===== config.mk =====
export PLATFORM = sky130hd
export DESIGN_NAME = shift_insert_list_flat
export DESIGN_NICKNAME = d
export VERILOG_FILES = /design/src/hdl/shl_pkg.sv /design/src/hdl/shl_in_if.sv /design/src/hdl/shl_out_if.sv /design/src/hdl/shl_cfg_if.sv /design/src/hdl/shl_cell.sv /design/src/hdl/shift_insert_list.sv /design/src/flat_wrapper.sv
export SDC_FILE = /design/constraint.sdc
export NUM_CORES = 2
export LEC_CHECK = 0
export BUFFER_PORTS_ARGS = -buffer_cell sky130_fd_sc_hd__buf_2
export CAP_MARGIN = 40
export CORE_MARGIN = 2
export CORE_UTILIZATION = 40
export CTS_CLUSTER_SIZE = 28
export DETAILED_ROUTE_END_ITERATION = 10
export GPL_TIMING_DRIVEN = 0
export PLACE_DENSITY_LB_ADDON = 0.2
export SLEW_MARGIN = 20
export SYNTH_ARGS = -nofsm -noshare
export SYNTH_HDL_FRONTEND = slang
export SYNTH_SLANG_ARGS = --single-unit

===== constraint.sdc =====
create_clock -name clk -period 5 [get_ports clk]
set_clock_uncertainty 0.15 [all_clocks]
set_input_delay 1 -clock clk [delete_from_list [all_inputs] [get_ports clk]]
set_output_delay 1 -clock clk [all_outputs]
set_load 0.02 [all_outputs]

===== src/hdl/shl_pkg.sv =====
// Package for the shift insert list: sizes, request and status codes,
// and the command word that the top level broadcasts to the slot cells.
// No dependencies.
package shl_pkg;

  // Built storage
  localparam int DEPTH       = 16;
  localparam int ENTRY_WIDTH = 64;

  // Fixed port field widths
  localparam int REQ_W    = 3;
  localparam int POS_W    = 4;
  localparam int DATA_W   = 64;
  localparam int STATUS_W = 2;
  localparam int FILL_W   = 5;
  localparam int CAP_W    = 5;

  // Derived widths
  localparam int IDX_W = (DEPTH > 1) ? $clog2(DEPTH) : 1;
  localparam int CNT_W = $clog2(DEPTH + 1);
  localparam int CMP_W = (CNT_W > CAP_W) ? CNT_W : CAP_W;

  localparam logic [CAP_W-1:0] CAP_RESET = CAP_W'(16);

  typedef enum logic [REQ_W-1:0] {
    REQ_ADD_FRONT = 3'd0,
    REQ_ADD_POS   = 3'd1,
    REQ_ADD_END   = 3'd2,
    REQ_REM_POS   = 3'd3,
    REQ_REM_END   = 3'd4,
    REQ_READ_POS  = 3'd5,
    REQ_CLEAR     = 3'd6
  } req_t;

  typedef enum logic [STATUS_W-1:0] {
    ST_DONE  = 2'd0,
    ST_FULL  = 2'd1,
    ST_RANGE = 2'd2,
    ST_EMPTY = 2'd3
  } status_t;

  typedef enum logic [1:0] {
    OP_HOLD   = 2'd0,
    OP_INSERT = 2'd1,
    OP_REMOVE = 2'd2,
    OP_CLEAR  = 2'd3
  } cell_op_t;

  typedef struct packed {
    cell_op_t               op;
    logic [CNT_W-1:0]       pos;
    logic [CNT_W-1:0]       held;
    logic [ENTRY_WIDTH-1:0] word;
  } cell_cmd_t;

endpackage


===== src/hdl/shl_in_if.sv =====
// Request channel of the shift insert list.
// Depends on shl_pkg for field widths.
interface shl_in_if import shl_pkg::*; ();
  logic              valid;
  logic              ready;
  logic [REQ_W-1:0]  req_type;
  logic [POS_W-1:0]  position;
  logic [DATA_W-1:0] entry_in;

  modport source (output valid, req_type, position, entry_in, input ready);
  modport sink   (input valid, req_type, position, entry_in, output ready);
endinterface


===== src/hdl/shl_out_if.sv =====
// Result channel of the shift insert list.
// Depends on shl_pkg for field widths.
interface shl_out_if import shl_pkg::*; ();
  logic                valid;
  logic                ready;
  logic [STATUS_W-1:0] status;
  logic [FILL_W-1:0]   fill_count;
  logic [DATA_W-1:0]   entry_out;

  modport source (output valid, status, fill_count, entry_out, input ready);
  modport sink   (input valid, status, fill_count, entry_out, output ready);
endinterface


===== src/hdl/shl_cfg_if.sv =====
// Capacity register write channel of the shift insert list.
// Depends on shl_pkg for the register width.
interface shl_cfg_if import shl_pkg::*; ();
  logic             valid;
  logic             ready;
  logic [CAP_W-1:0] capacity;

  modport source (output valid, capacity, input ready);
  modport sink   (input valid, capacity, output ready);
endinterface


===== src/hdl/shl_cell.sv =====
// One slot of the list: holds an entry and takes its neighbor's word on a shift.
// Depends on shl_pkg for the command word and widths.
module shl_cell import shl_pkg::*; (
  input  logic                   clk,
  input  logic                   rst_n,
  input  logic [IDX_W-1:0]       idx,
  input  cell_cmd_t              cmd,
  input  logic [ENTRY_WIDTH-1:0] lower_q,
  input  logic [ENTRY_WIDTH-1:0] upper_q,
  output logic [ENTRY_WIDTH-1:0] slot_q
);

  logic [ENTRY_WIDTH-1:0] slot_r;
  logic [ENTRY_WIDTH-1:0] slot_nxt;
  logic [CNT_W-1:0]       idx_ext;
  logic [CNT_W-1:0]       idx_inc;

  assign idx_ext = CNT_W'(idx);
  assign idx_inc = idx_ext + CNT_W'(1);

  always_comb begin
    slot_nxt = slot_r;
    case (cmd.op)
      OP_INSERT: begin
        // load at the insert point, shift up everything above it
        if (idx_ext == cmd.pos) begin
          slot_nxt = cmd.word;
        end else if (idx_ext > cmd.pos && idx_ext <= cmd.held) begin
          slot_nxt = lower_q;
        end
      end
      OP_REMOVE: begin
        // clear the vacated top slot, shift down at and above the removal point
        if (idx_inc == cmd.held) begin
          slot_nxt = '0;
        end else if (idx_ext >= cmd.pos && idx_inc < cmd.held) begin
          slot_nxt = upper_q;
        end
      end
      OP_CLEAR: slot_nxt = '0;
      default:  slot_nxt = slot_r;
    endcase
  end

  always_ff @(posedge clk) begin
    if (!rst_n) begin
      slot_r <= '0;
    end else begin
      slot_r <= slot_nxt;
    end
  end

  assign slot_q = slot_r;

endmodule


===== src/hdl/shift_insert_list.sv =====
// Shift insert list: an ordered list of up to DEPTH entries held in a row of
// slot cells, with request, result and capacity-write channels.
// Depends on shl_pkg, shl_in_if, shl_out_if, shl_cfg_if and shl_cell.
//
// The list sits in a chain of DEPTH slot cells; slot 0 is the front. At the
// accepting edge of a request the top level checks it against the fill count
// and the capacity register, broadcasts one command to every cell, and every
// cell loads, shifts from a neighbor, clears or holds at once, so inserts and
// removals at any position cost the same. The answer (status, fill count after
// the request, entry read) lands in an output register at that same edge and
// shows in the cycle after. A new request is taken every cycle as long as the
// result word ahead of it is taken or the output register is empty, so the
// sustained rate is one request per cycle. Rejected requests leave the list
// untouched. Reset clears every slot and the fill count and sets the capacity
// to 16; the capacity register is limited to DEPTH when compared and may be
// written at any time the block is idle (cfg_ch.ready is always high).
module shift_insert_list import shl_pkg::*; (
  input  logic      clk,
  input  logic      rst_n,
  shl_in_if.sink    in_ch,
  shl_out_if.source out_ch,
  shl_cfg_if.sink   cfg_ch
);

  // Control state
  logic [CAP_W-1:0] capacity_r;
  logic [CNT_W-1:0] held_r;
  logic [CNT_W-1:0] held_nxt;
  logic             out_valid_r;

  // Result register (payload, no reset)
  status_t           status_r;
  logic [FILL_W-1:0] fill_r;
  logic [DATA_W-1:0] entry_r;

  // Request decode
  logic                   accept;
  req_t                   req;
  logic [CMP_W-1:0]       pos_ext;
  logic [CMP_W-1:0]       held_ext;
  logic [CMP_W-1:0]       limit;
  logic                   full;
  logic                   empty;
  status_t                status;
  logic                   do_read;
  logic [ENTRY_WIDTH-1:0] read_word;
  cell_cmd_t              cmd;

  logic [ENTRY_WIDTH-1:0] slot_q [DEPTH];

  // Take a new word whenever the result register is free or being drained
  assign in_ch.ready  = !out_valid_r || out_ch.ready;
  assign accept       = in_ch.valid && in_ch.ready;
  assign cfg_ch.ready = 1'b1;

  assign req      = req_t'(in_ch.req_type);
  assign pos_ext  = CMP_W'(in_ch.position);
  assign held_ext = CMP_W'(held_r);
  // saturate capacity at the built depth
  assign limit    = (CMP_W'(capacity_r) > CMP_W'(DEPTH)) ? CMP_W'(DEPTH)
                                                         : CMP_W'(capacity_r);
  assign full     = held_ext >= limit;
  assign empty    = held_r == '0;

  assign read_word = slot_q[IDX_W'(pos_ext)];

  always_comb begin
    status   = ST_DONE;
    do_read  = 1'b0;
    held_nxt = held_r;
    cmd.op   = OP_HOLD;
    cmd.pos  = '0;
    cmd.held = held_r;
    cmd.word = ENTRY_WIDTH'(in_ch.entry_in);
    case (req)
      REQ_ADD_FRONT: begin
        if (full) begin
          status = ST_FULL;
        end else begin
          cmd.op   = OP_INSERT;
          cmd.pos  = '0;
          held_nxt = held_r + CNT_W'(1);
        end
      end
      REQ_ADD_POS: begin
        if (full) begin
          status = ST_FULL;
        end else if (pos_ext > held_ext) begin
          status = ST_RANGE;
        end else begin
          cmd.op   = OP_INSERT;
          cmd.pos  = CNT_W'(pos_ext);
          held_nxt = held_r + CNT_W'(1);
        end
      end
      REQ_ADD_END: begin
        if (full) begin
          status = ST_FULL;
        end else begin
          cmd.op   = OP_INSERT;
          cmd.pos  = held_r;
          held_nxt = held_r + CNT_W'(1);
        end
      end
      REQ_REM_POS: begin
        if (empty) begin
          status = ST_EMPTY;
        end else if (pos_ext >= held_ext) begin
          status = ST_RANGE;
        end else begin
          cmd.op   = OP_REMOVE;
          cmd.pos  = CNT_W'(pos_ext);
          held_nxt = held_r - CNT_W'(1);
        end
      end
      REQ_REM_END: begin
        if (empty) begin
          status = ST_EMPTY;
        end else begin
          cmd.op   = OP_REMOVE;
          cmd.pos  = held_r - CNT_W'(1);
          held_nxt = held_r - CNT_W'(1);
        end
      end
      REQ_READ_POS: begin
        if (empty) begin
          status = ST_EMPTY;
        end else if (pos_ext >= held_ext) begin
          status = ST_RANGE;
        end else begin
          do_read = 1'b1;
        end
      end
      REQ_CLEAR: begin
        cmd.op   = OP_CLEAR;
        held_nxt = '0;
      end
      default: begin
        // undefined code: answer done, change nothing
        status = ST_DONE;
      end
    endcase
    // hold every cell unless a word is actually taken
    if (!accept) begin
      cmd.op   = OP_HOLD;
      held_nxt = held_r;
    end
  end

  // Slot chain: each cell sees its two neighbors, the ends see zero
  for (genvar i = 0; i < DEPTH; i++) begin : g_cell
    logic [ENTRY_WIDTH-1:0] lower_q;
    logic [ENTRY_WIDTH-1:0] upper_q;

    if (i == 0) begin : g_first
      assign lower_q = '0;
    end else begin : g_lower
      assign lower_q = slot_q[i-1];
    end

    if (i == DEPTH - 1) begin : g_last
      assign upper_q = '0;
    end else begin : g_upper
      assign upper_q = slot_q[i+1];
    end

    shl_cell u_cell (
      .clk     (clk),
      .rst_n   (rst_n),
      .idx     (IDX_W'(i)),
      .cmd     (cmd),
      .lower_q (lower_q),
      .upper_q (upper_q),
      .slot_q  (slot_q[i])
    );
  end

  // Control registers
  always_ff @(posedge clk) begin
    if (!rst_n) begin
      capacity_r  <= CAP_RESET;
      held_r      <= '0;
      out_valid_r <= 1'b0;
    end else begin
      if (cfg_ch.valid) begin
        capacity_r <= cfg_ch.capacity;
      end
      held_r <= held_nxt;
      if (accept) begin
        out_valid_r <= 1'b1;
      end else if (out_ch.ready) begin
        out_valid_r <= 1'b0;
      end
    end
  end

  // Result register: load on accept, hold while stalled
  always_ff @(posedge clk) begin
    if (accept) begin
      status_r <= status;
      fill_r   <= FILL_W'(held_nxt);
      entry_r  <= do_read ? DATA_W'(read_word) : '0;
    end
  end

  assign out_ch.valid      = out_valid_r;
  assign out_ch.status     = status_r;
  assign out_ch.fill_count = fill_r;
  assign out_ch.entry_out  = entry_r;

endmodule


===== src/flat_wrapper.sv =====
// flat-port wrapper written by rule: the top's interface ports become plain ports
module shift_insert_list_flat import shl_pkg::*;
  (clk, rst_n, in_ch_valid, in_ch_req_type, in_ch_position, in_ch_entry_in, in_ch_ready, out_ch_valid, out_ch_status, out_ch_fill_count, out_ch_entry_out, out_ch_ready, cfg_ch_valid, cfg_ch_capacity, cfg_ch_ready);
  shl_in_if in_ch_i ();
  shl_out_if out_ch_i ();
  shl_cfg_if cfg_ch_i ();
  input  logic clk;
  input  logic rst_n;
  input wire logic [$bits(in_ch_i.valid)-1:0] in_ch_valid;
  input wire logic [$bits(in_ch_i.req_type)-1:0] in_ch_req_type;
  input wire logic [$bits(in_ch_i.position)-1:0] in_ch_position;
  input wire logic [$bits(in_ch_i.entry_in)-1:0] in_ch_entry_in;
  output wire logic [$bits(in_ch_i.ready)-1:0] in_ch_ready;
  output wire logic [$bits(out_ch_i.valid)-1:0] out_ch_valid;
  output wire logic [$bits(out_ch_i.status)-1:0] out_ch_status;
  output wire logic [$bits(out_ch_i.fill_count)-1:0] out_ch_fill_count;
  output wire logic [$bits(out_ch_i.entry_out)-1:0] out_ch_entry_out;
  input wire logic [$bits(out_ch_i.ready)-1:0] out_ch_ready;
  input wire logic [$bits(cfg_ch_i.valid)-1:0] cfg_ch_valid;
  input wire logic [$bits(cfg_ch_i.capacity)-1:0] cfg_ch_capacity;
  output wire logic [$bits(cfg_ch_i.ready)-1:0] cfg_ch_ready;
  assign in_ch_i.valid = in_ch_valid;
  assign in_ch_i.req_type = in_ch_req_type;
  assign in_ch_i.position = in_ch_position;
  assign in_ch_i.entry_in = in_ch_entry_in;
  assign in_ch_ready = in_ch_i.ready;
  assign out_ch_valid = out_ch_i.valid;
  assign out_ch_status = out_ch_i.status;
  assign out_ch_fill_count = out_ch_i.fill_count;
  assign out_ch_entry_out = out_ch_i.entry_out;
  assign out_ch_i.ready = out_ch_ready;
  assign cfg_ch_i.valid = cfg_ch_valid;
  assign cfg_ch_i.capacity = cfg_ch_capacity;
  assign cfg_ch_ready = cfg_ch_i.ready;
  shift_insert_list u_core (.clk(clk), .rst_n(rst_n), .in_ch(in_ch_i), .out_ch(out_ch_i), .cfg_ch(cfg_ch_i));
endmodule

**Word-level counts from Yosys, hierarchy flattened**

Index checks and enable logic that the tools add are counted.
W data, S select, Z words.

- Flip-flop bits (word level): 1106
- Bits in latches: 0
- Memory bits (writable): 0
- ROM bits: 0
- Logic and storage cells: 338
- Memories: 0

- $add $sub $neg: 2
- $mul: 0
- Div/mod/pow operators: 0
- $lt $le $gt $ge: 69
- Eq/ne operators: 72
- Shift-type cells: 0
- Muxes and demuxes: 114
- Bitwise operators: 1
- Reduce and logical (&&, ||, !) cells: 58

Operators with widths:

| cell | number |
|---|---|
| $mux W64 | 66 |
| $pmux W64 S3 | 16 |
| $bmux W64 S4 | 1 |
| $ne A3 B3 Y1 const B | 32 |
| $eq A4 B5 Y1 const A | 16 |
| $pmux W5 S5 | 2 |
| $reduce_and A3 Y1 | 16 |
| $eq A3 B5 Y1 const A | 8 |
| $ge A4 B5 Y1 const A | 8 |
| $gt A4 B5 Y1 const A | 8 |
| $le A4 B5 Y1 const A | 8 |
| $lt A4 B5 Y1 const A | 8 |
| $mux W5 | 8 |
| $logic_and A1 B1 Y1 | 33 |
| $mux W7 | 4 |
| $eq A2 B5 Y1 const A | 4 |
| $ge A3 B5 Y1 const A | 4 |
| $gt A3 B5 Y1 const A | 4 |
| $le A3 B5 Y1 const A | 4 |
| $lt A3 B5 Y1 const A | 4 |
| $mux W6 | 3 |
| $mux W2 | 6 |
| $pmux W2 S6 | 1 |
| $eq A1 B5 Y1 const A | 2 |
| 32 further kinds | 50 |

**Depth between registers and ports, before layout**

- Word-level depth: 10
- Depth in mapped cells: 18
- Depth with buffers taken out: 15

**Hierarchy**

A second synthesis with hierarchy kept.

- Cell total of the unflattened synthesis: 9176
- Area, all modules: 77505.6 µm²

Modules (own cells, without submodules):

| module | instances | cells an instance | area an instance (µm²) |
|---|---|---|---|
| shl_cell (u_core.g_cell[12].u_cell ...) | 13 | 554 | 4129.0 |
| shl_cell (u_core.g_cell[0].u_cell ...) | 3 | 416 | 4002.6 |
| shift_insert_list | 1 | 726 | 11821.3 |

**Least setup slack after synthesis**

OpenSTA, ideal clock, no wires.

- Path kind: input -> register
- Start point: in in_ch_position[0]
- End point: reg u_core.g_cell[3].u_cell.slot_r[23]
- Library setup time: 0.133 ns
- Arrival: 3.926 ns
- Data required time: 4.717 ns
- Setup slack: 0.792 ns
- Stages on the path: 15
- Path buffers: 4
- Path through: clkbuf_1 inv_1 ha_1 a211oi_1 nor2_1 o21a_1 o211ai_1 buf_2 nor3b_1 nor3b_1 buf_2 buf_4 mux2_2 a22oi_1 a21oi_1

- Longest elaborated chain between the ends: 8

Ends and longest elaborated chain:

| what | RTL line | RTL |
|---|---|---|
| from (decl) | flat_wrapper.sv:11 | `input wire logic [$bits(in_ch_i.position)-1:0] in_ch_position;` |
| $ge A4 B5 Y1 / $gt A4 B5 Y1 (equally long branches) | shift_insert_list.sv:108, shift_insert_list.sv:88 |  |
| $mux W7 / $mux W6 (equally long branches) | shift_insert_list.sv:108, shift_insert_list.sv:88 |  |
| $mux W7, on equally long branches | shift_insert_list.sv:106, shift_insert_list.sv:86 |  |
| $pmux W5 S5 / $pmux W2 S6 (equally long branches) | shift_insert_list.sv:75 | `case (req)` |
| $ge A2 B5 Y1 (tied with other cells) | shl_cell.sv:36 | `end else if (idx_ext >= cmd.pos && idx_inc < cmd.held) begin` |
| $logic_and A1 B1 Y1 (tied with other cells) | shl_cell.sv:36 |  |
| $ne A3 B3 Y1 (no source line) / $reduce_bool A3 Y1 (equally long branches) | - |  |
| $reduce_and A3 Y1 (no source line) | - |  |
| to (signal assigned) | shl_cell.sv:49 | `slot_r <= slot_nxt;` |
| to (decl) | shl_cell.sv:13 | `logic [ENTRY_WIDTH-1:0] slot_r;` |

Parallel ways exist; a longest one is shown, timed or not.
A chain may end at the register's enable or synchronous reset.

**Worst setup path after layout**

- Start point: reg u_core.held_r[1], in the netlist u_core.held_ext[1]
- End point: reg u_core.g_cell[2].u_cell.slot_r[61]

- Longest elaborated chain between the ends: 8

Ends and longest elaborated chain:

| what | RTL line | RTL |
|---|---|---|
| from (decl) | shift_insert_list.sv:27 | `logic [CNT_W-1:0] held_r;` |
| from (signal assigned) | shift_insert_list.sv:188 | `held_r <= held_nxt;` |
| $ge A4 B5 Y1 / $gt A4 B5 Y1 (equally long branches) | shift_insert_list.sv:108, shift_insert_list.sv:88 |  |
| $mux W7 / $mux W6 (equally long branches) | shift_insert_list.sv:108, shift_insert_list.sv:88 |  |
| $mux W7, on equally long branches | shift_insert_list.sv:106, shift_insert_list.sv:86 |  |
| $pmux W5 S5 / $pmux W2 S6 (equally long branches) | shift_insert_list.sv:75 |  |
| $ge A2 B5 Y1 (tied with other cells) | shl_cell.sv:36 |  |
| $logic_and A1 B1 Y1 (tied with other cells) | shl_cell.sv:36 |  |
| $ne A3 B3 Y1 (no source line) / $reduce_bool A3 Y1 (equally long branches) | - |  |
| $reduce_and A3 Y1 (no source line) | - |  |
| to (signal assigned) | shl_cell.sv:49 |  |
| to (decl) | shl_cell.sv:13 |  |

Parallel ways exist; a longest one is shown, timed or not.

==> impl_metrics.tcl <==
set metrics [dict create \
    fmax_ghz 0.200 \
    synth_cell_types 82 \
    vias_per_cell 7.04 \
    wl_um 331000 \
    cts_buffer_depth 3 \
    slew_violations 0 \
    min_period_ns 4.99 \
    wl_per_cell_um 35.2 \
    die_x_um 403 \
    synth-adder-area-share_pct 0.314 \
    grt_max_degree 46 \
    yosys.area_share.simple_pct 8.90 \
    cts_made_buffers 136 \
    initial_utilization_pct 40.3 \
    p_leak_nw 26.2 \
    vias 66149 \
    top_layer_used "met5" \
    wl_met2_um 136000 \
    holdBufCountCts 0 \
    drc_errors 0 \
    die_h_um 403 \
    relSlewSlack_pct 33.2 \
    worst_slew_pin_slew_ns 1.00 \
    cap_violations 0 \
    crit_buf_inv 7 \
    synth_warnings 0 \
    crit_slowest_cell "buf_2" \
    rrSetupSlack_ns 0.01 \
    ant_nets 0 \
    first_pass_iters 10 \
    yosysSeqAreaShare_pct 35.8 \
    first_global_vias 62125 \
    synthTopCellsByArea "dfxtp_1 32%, mux4_2 11%, mux2_2 9.8%" \
    io_pins 155 \
    synth.area.mux_share_pct 22.5 \
    synth_edf_count 71 \
    cts.sinks 1106 \
    synth_xor_area_share_pct 0.0137 \
    synth-seq-cells 1106 \
    portBuffers 150 \
    synth_nets 6843 \
    r2r-end "u_core.g_cell[2].u_cell.slot_q[61]" \
    cts.root.buffer_cell "clkbuf_16" \
    syn_avg_cell_area_um2 9.46 \
    synth_area_mm2 0.0638 \
    synth_compound_area_share_pct 26.8 \
    place_hpwl_um 249000 \
    rows 146 \
    path_clk_slew_ns 0.06 \
    finalHoldViolCount 0 \
    setup_tns_ns 0 \
    final_nets 7262 \
    synth_common_cells "1035 x dfxtp_1, 618 x nor2_1, 557 x mux2_2, 547 x a22oi_1" \
    hold_path_depth 3 \
    reg2regPathDepth 15 \
    drive_gt1_share_pct 24.9 \
    power_mw 24.7 \
    irDropWorstVdd_mv 0.431 \
    cp.required_ns 5.51 \
    critPathMostFrequentCell "buf_2" \
    grt.total_usage_pct 39.3 \
    cp_cell_sequence "clkbuf_4, clkinvlp_4, ha_1, buf_4, nor4b_4, buf_4, o21ai_1, o21ai_1, nand2_1, buf_2, o21ai_0, a31oi_1, buf_2, buf_2, a21oi_1" \
    crit_path_max_incr_delay_ns 0.53 \
    critPathCaptureType "flip-flop" \
    hold_path_class "input port to flip-flop" \
    cts_tree "yes" \
    netlist.area_leader.share_pct 32.5 \
    area_growth_pct 16.7 \
    crit_type "flip-flop to flip-flop" \
    netlist_instances 6746 \
    cp_top_family "buffers and inverters" \
    core_area_mm2 0.158 \
    drt_iter0_drc 10731 \
    cp_data_arrival_time_ns 5.50 \
    synth-main-ff-cell "dfxtp_1" \
    path_max_fanout 10 \
    yosysMostFrequentCell "dfxtp_1" \
    status "complete, no violations" \
    clock_latency_ns 0.83 \
    report.final.setup_viol 0 \
    period_share_pct 99.8 \
    synth_area_leader_cell "dfxtp_1" \
    critPathLaunch "u_core.held_ext[1]" \
    synth_top_family_by_area "compound AO/OA/AOI/OAI gates" \
    die_area_mm2 0.163 \
    antenna_found_initial 48 \
    grt_pass1_wl_um 464000 \
    gp_congestion 1.02 \
    async_flop_share_pct 0 \
    start_kind "flip-flop" \
    met3_length_um 44000 \
    htree_levels 4 \
    timing.rr.start "u_core.held_ext[1]" \
    overflow 0 \
    worst_hold_path.endpoint "u_core.capacity_r[4]" \
    m1WireLength_um 123000 \
    hp-start "cfg_ch_capacity[4]" \
    p_per_area_mw_per_mm2 331 \
]
cell type report:
type | instances | area, µm²
Tap cell | 2072 | 2590
Inverter | 14 | 65.1
Antenna cell | 54 | 135
Timing Repair Buffer | 282 | 2990
Buffer | 818 | 3850
Clock buffer | 210 | 4080
Clock inverter | 35 | 280
Multi-Input combinational cell | 4807 | 37600
Sequential cell | 1106 | 22900
Fill cell | 14798 | 83900
kinds of logic (layout without fill, tap and decap cells):
group | Yosys count | count (layout)
AOI/OAI and AO/OA | 2513 | 2513
and+or+nand+nor | 1312 | 1312
DFF | 1106 | 1106
muxes | 964 | 964
buffers and inverters | 833 | 1359
adders and majority gates | 16 | 16
other | 1 | 55
xor gates and xnor gates | 1 | 1
worst max path at each step:
| stage | end | slack [ns] | depth (start not counted) |
|---|---|---|---|
| final | u_core.g_cell[2].u_cell.slot_q[61] | 0.01 | 15 |
| after global routing | u_core.g_cell[13].u_cell.slot_q[53] | -0.004 | 15 |
| after CTS | u_core.g_cell[5].u_cell.slot_q[53] | 0.02 | 15 |
| after detailed placement | u_core.g_cell[1].u_cell.slot_q[60] | -1.41 | 15 |
| after global placement | u_core.g_cell[0].u_cell.slot_q[41] | -2.71 | 14 |
| after floorplan | u_core.g_cell[3].u_cell.slot_q[23] | 0.79 | 15 |
registers in the layout, indices dropped and copies added, names as in the netlist:
name and cells:
u_core.g_cell.u_cell.slot_q 1024, u_core.out_ch.entry_out 64, u_core.out_ch.fill_count 5, u_core.out_ch.valid 1
u_core.out_ch.status 2, u_core.held_ext 5, u_core.capacity_r 5
metrics by stage:
stage	instances	setup slack [ns]	utilization, %	instance area [µm²]	hold WS, ns
2_1_floorplan	6746	0.792	-	63800	0.299
3_3_place_gp	8968	-2.71	42.4	67200	0.320
3_5_place_dp	9068	-1.41	43.7	69200	0.325
4_1_cts	9325	0.0196	46.6	73900	0.242
5_1_grt	9356	-0.00419	47.0	74400	0.278
6_report	9398	0.0105	47.0	74500	0.262
timing repair:
item | in CTS | in global routing
buffers inserted | 12 | 11
pin swaps | 5 | 7
resized for setup | 63 | 174
endpoints found under the hold margin | 0 | 0
setup endpoints to repair | 956 | 948
cell usage in the layout (no fill, tap or decap), drive strengths merged, types with 16 or more instances in the layout:
cell     instances
a22oi          547
mux4           320
clkbuf         771
nor3            78
a21oi          546
o2bb2ai         64
o221a           65
a211oi         166
mux2i           68
a222oi          96
dfxtp         1035
edfxtp          71
mux2           576
o21ai          597
buf            538
nor2b           71
a311oi          99
inv             18
nor2           628
clkinv          27
diode           54
and2            79
a221oi         259
ha              16
nand3           75
nand2          341
power breakdown:
| group | internal, mW | switching (mW) | leakage [nW] |
|---|---|---|---|
| combinational | 1.70 | 2.61 | 14.9 |
| clock | 5.72 | 4.29 | 2.15 |
| sequential | 9.55 | 0.796 | 9.16 |
worst register-to-register path, stage by stage (launching register included):
cell	delay [ns]
dfxtp_1	0.42
clkbuf_4	0.27
clkinvlp_4	0.21
ha_1	0.23
buf_4	0.18
nor4b_4	0.17
buf_4	0.17
o21ai_1	0.33
o21ai_1	0.34
nand2_1	0.33
buf_2	0.37
o21ai_0	0.17
a31oi_1	0.33
buf_2	0.50
buf_2	0.54
a21oi_1	0.14
metal layers:
| metal | global-route usage (%) | vias to the layer above |
|---|---|---|
| met3 | 13.5 | 1264 |
| li1 | - | 27179 |
| met2 | 55.5 | 5393 |
| met1 | 49.7 | 32277 |
| met5 | 0 | - |
| met4 | 28.7 | 36 |
Power figures use the tool's default switching activity.
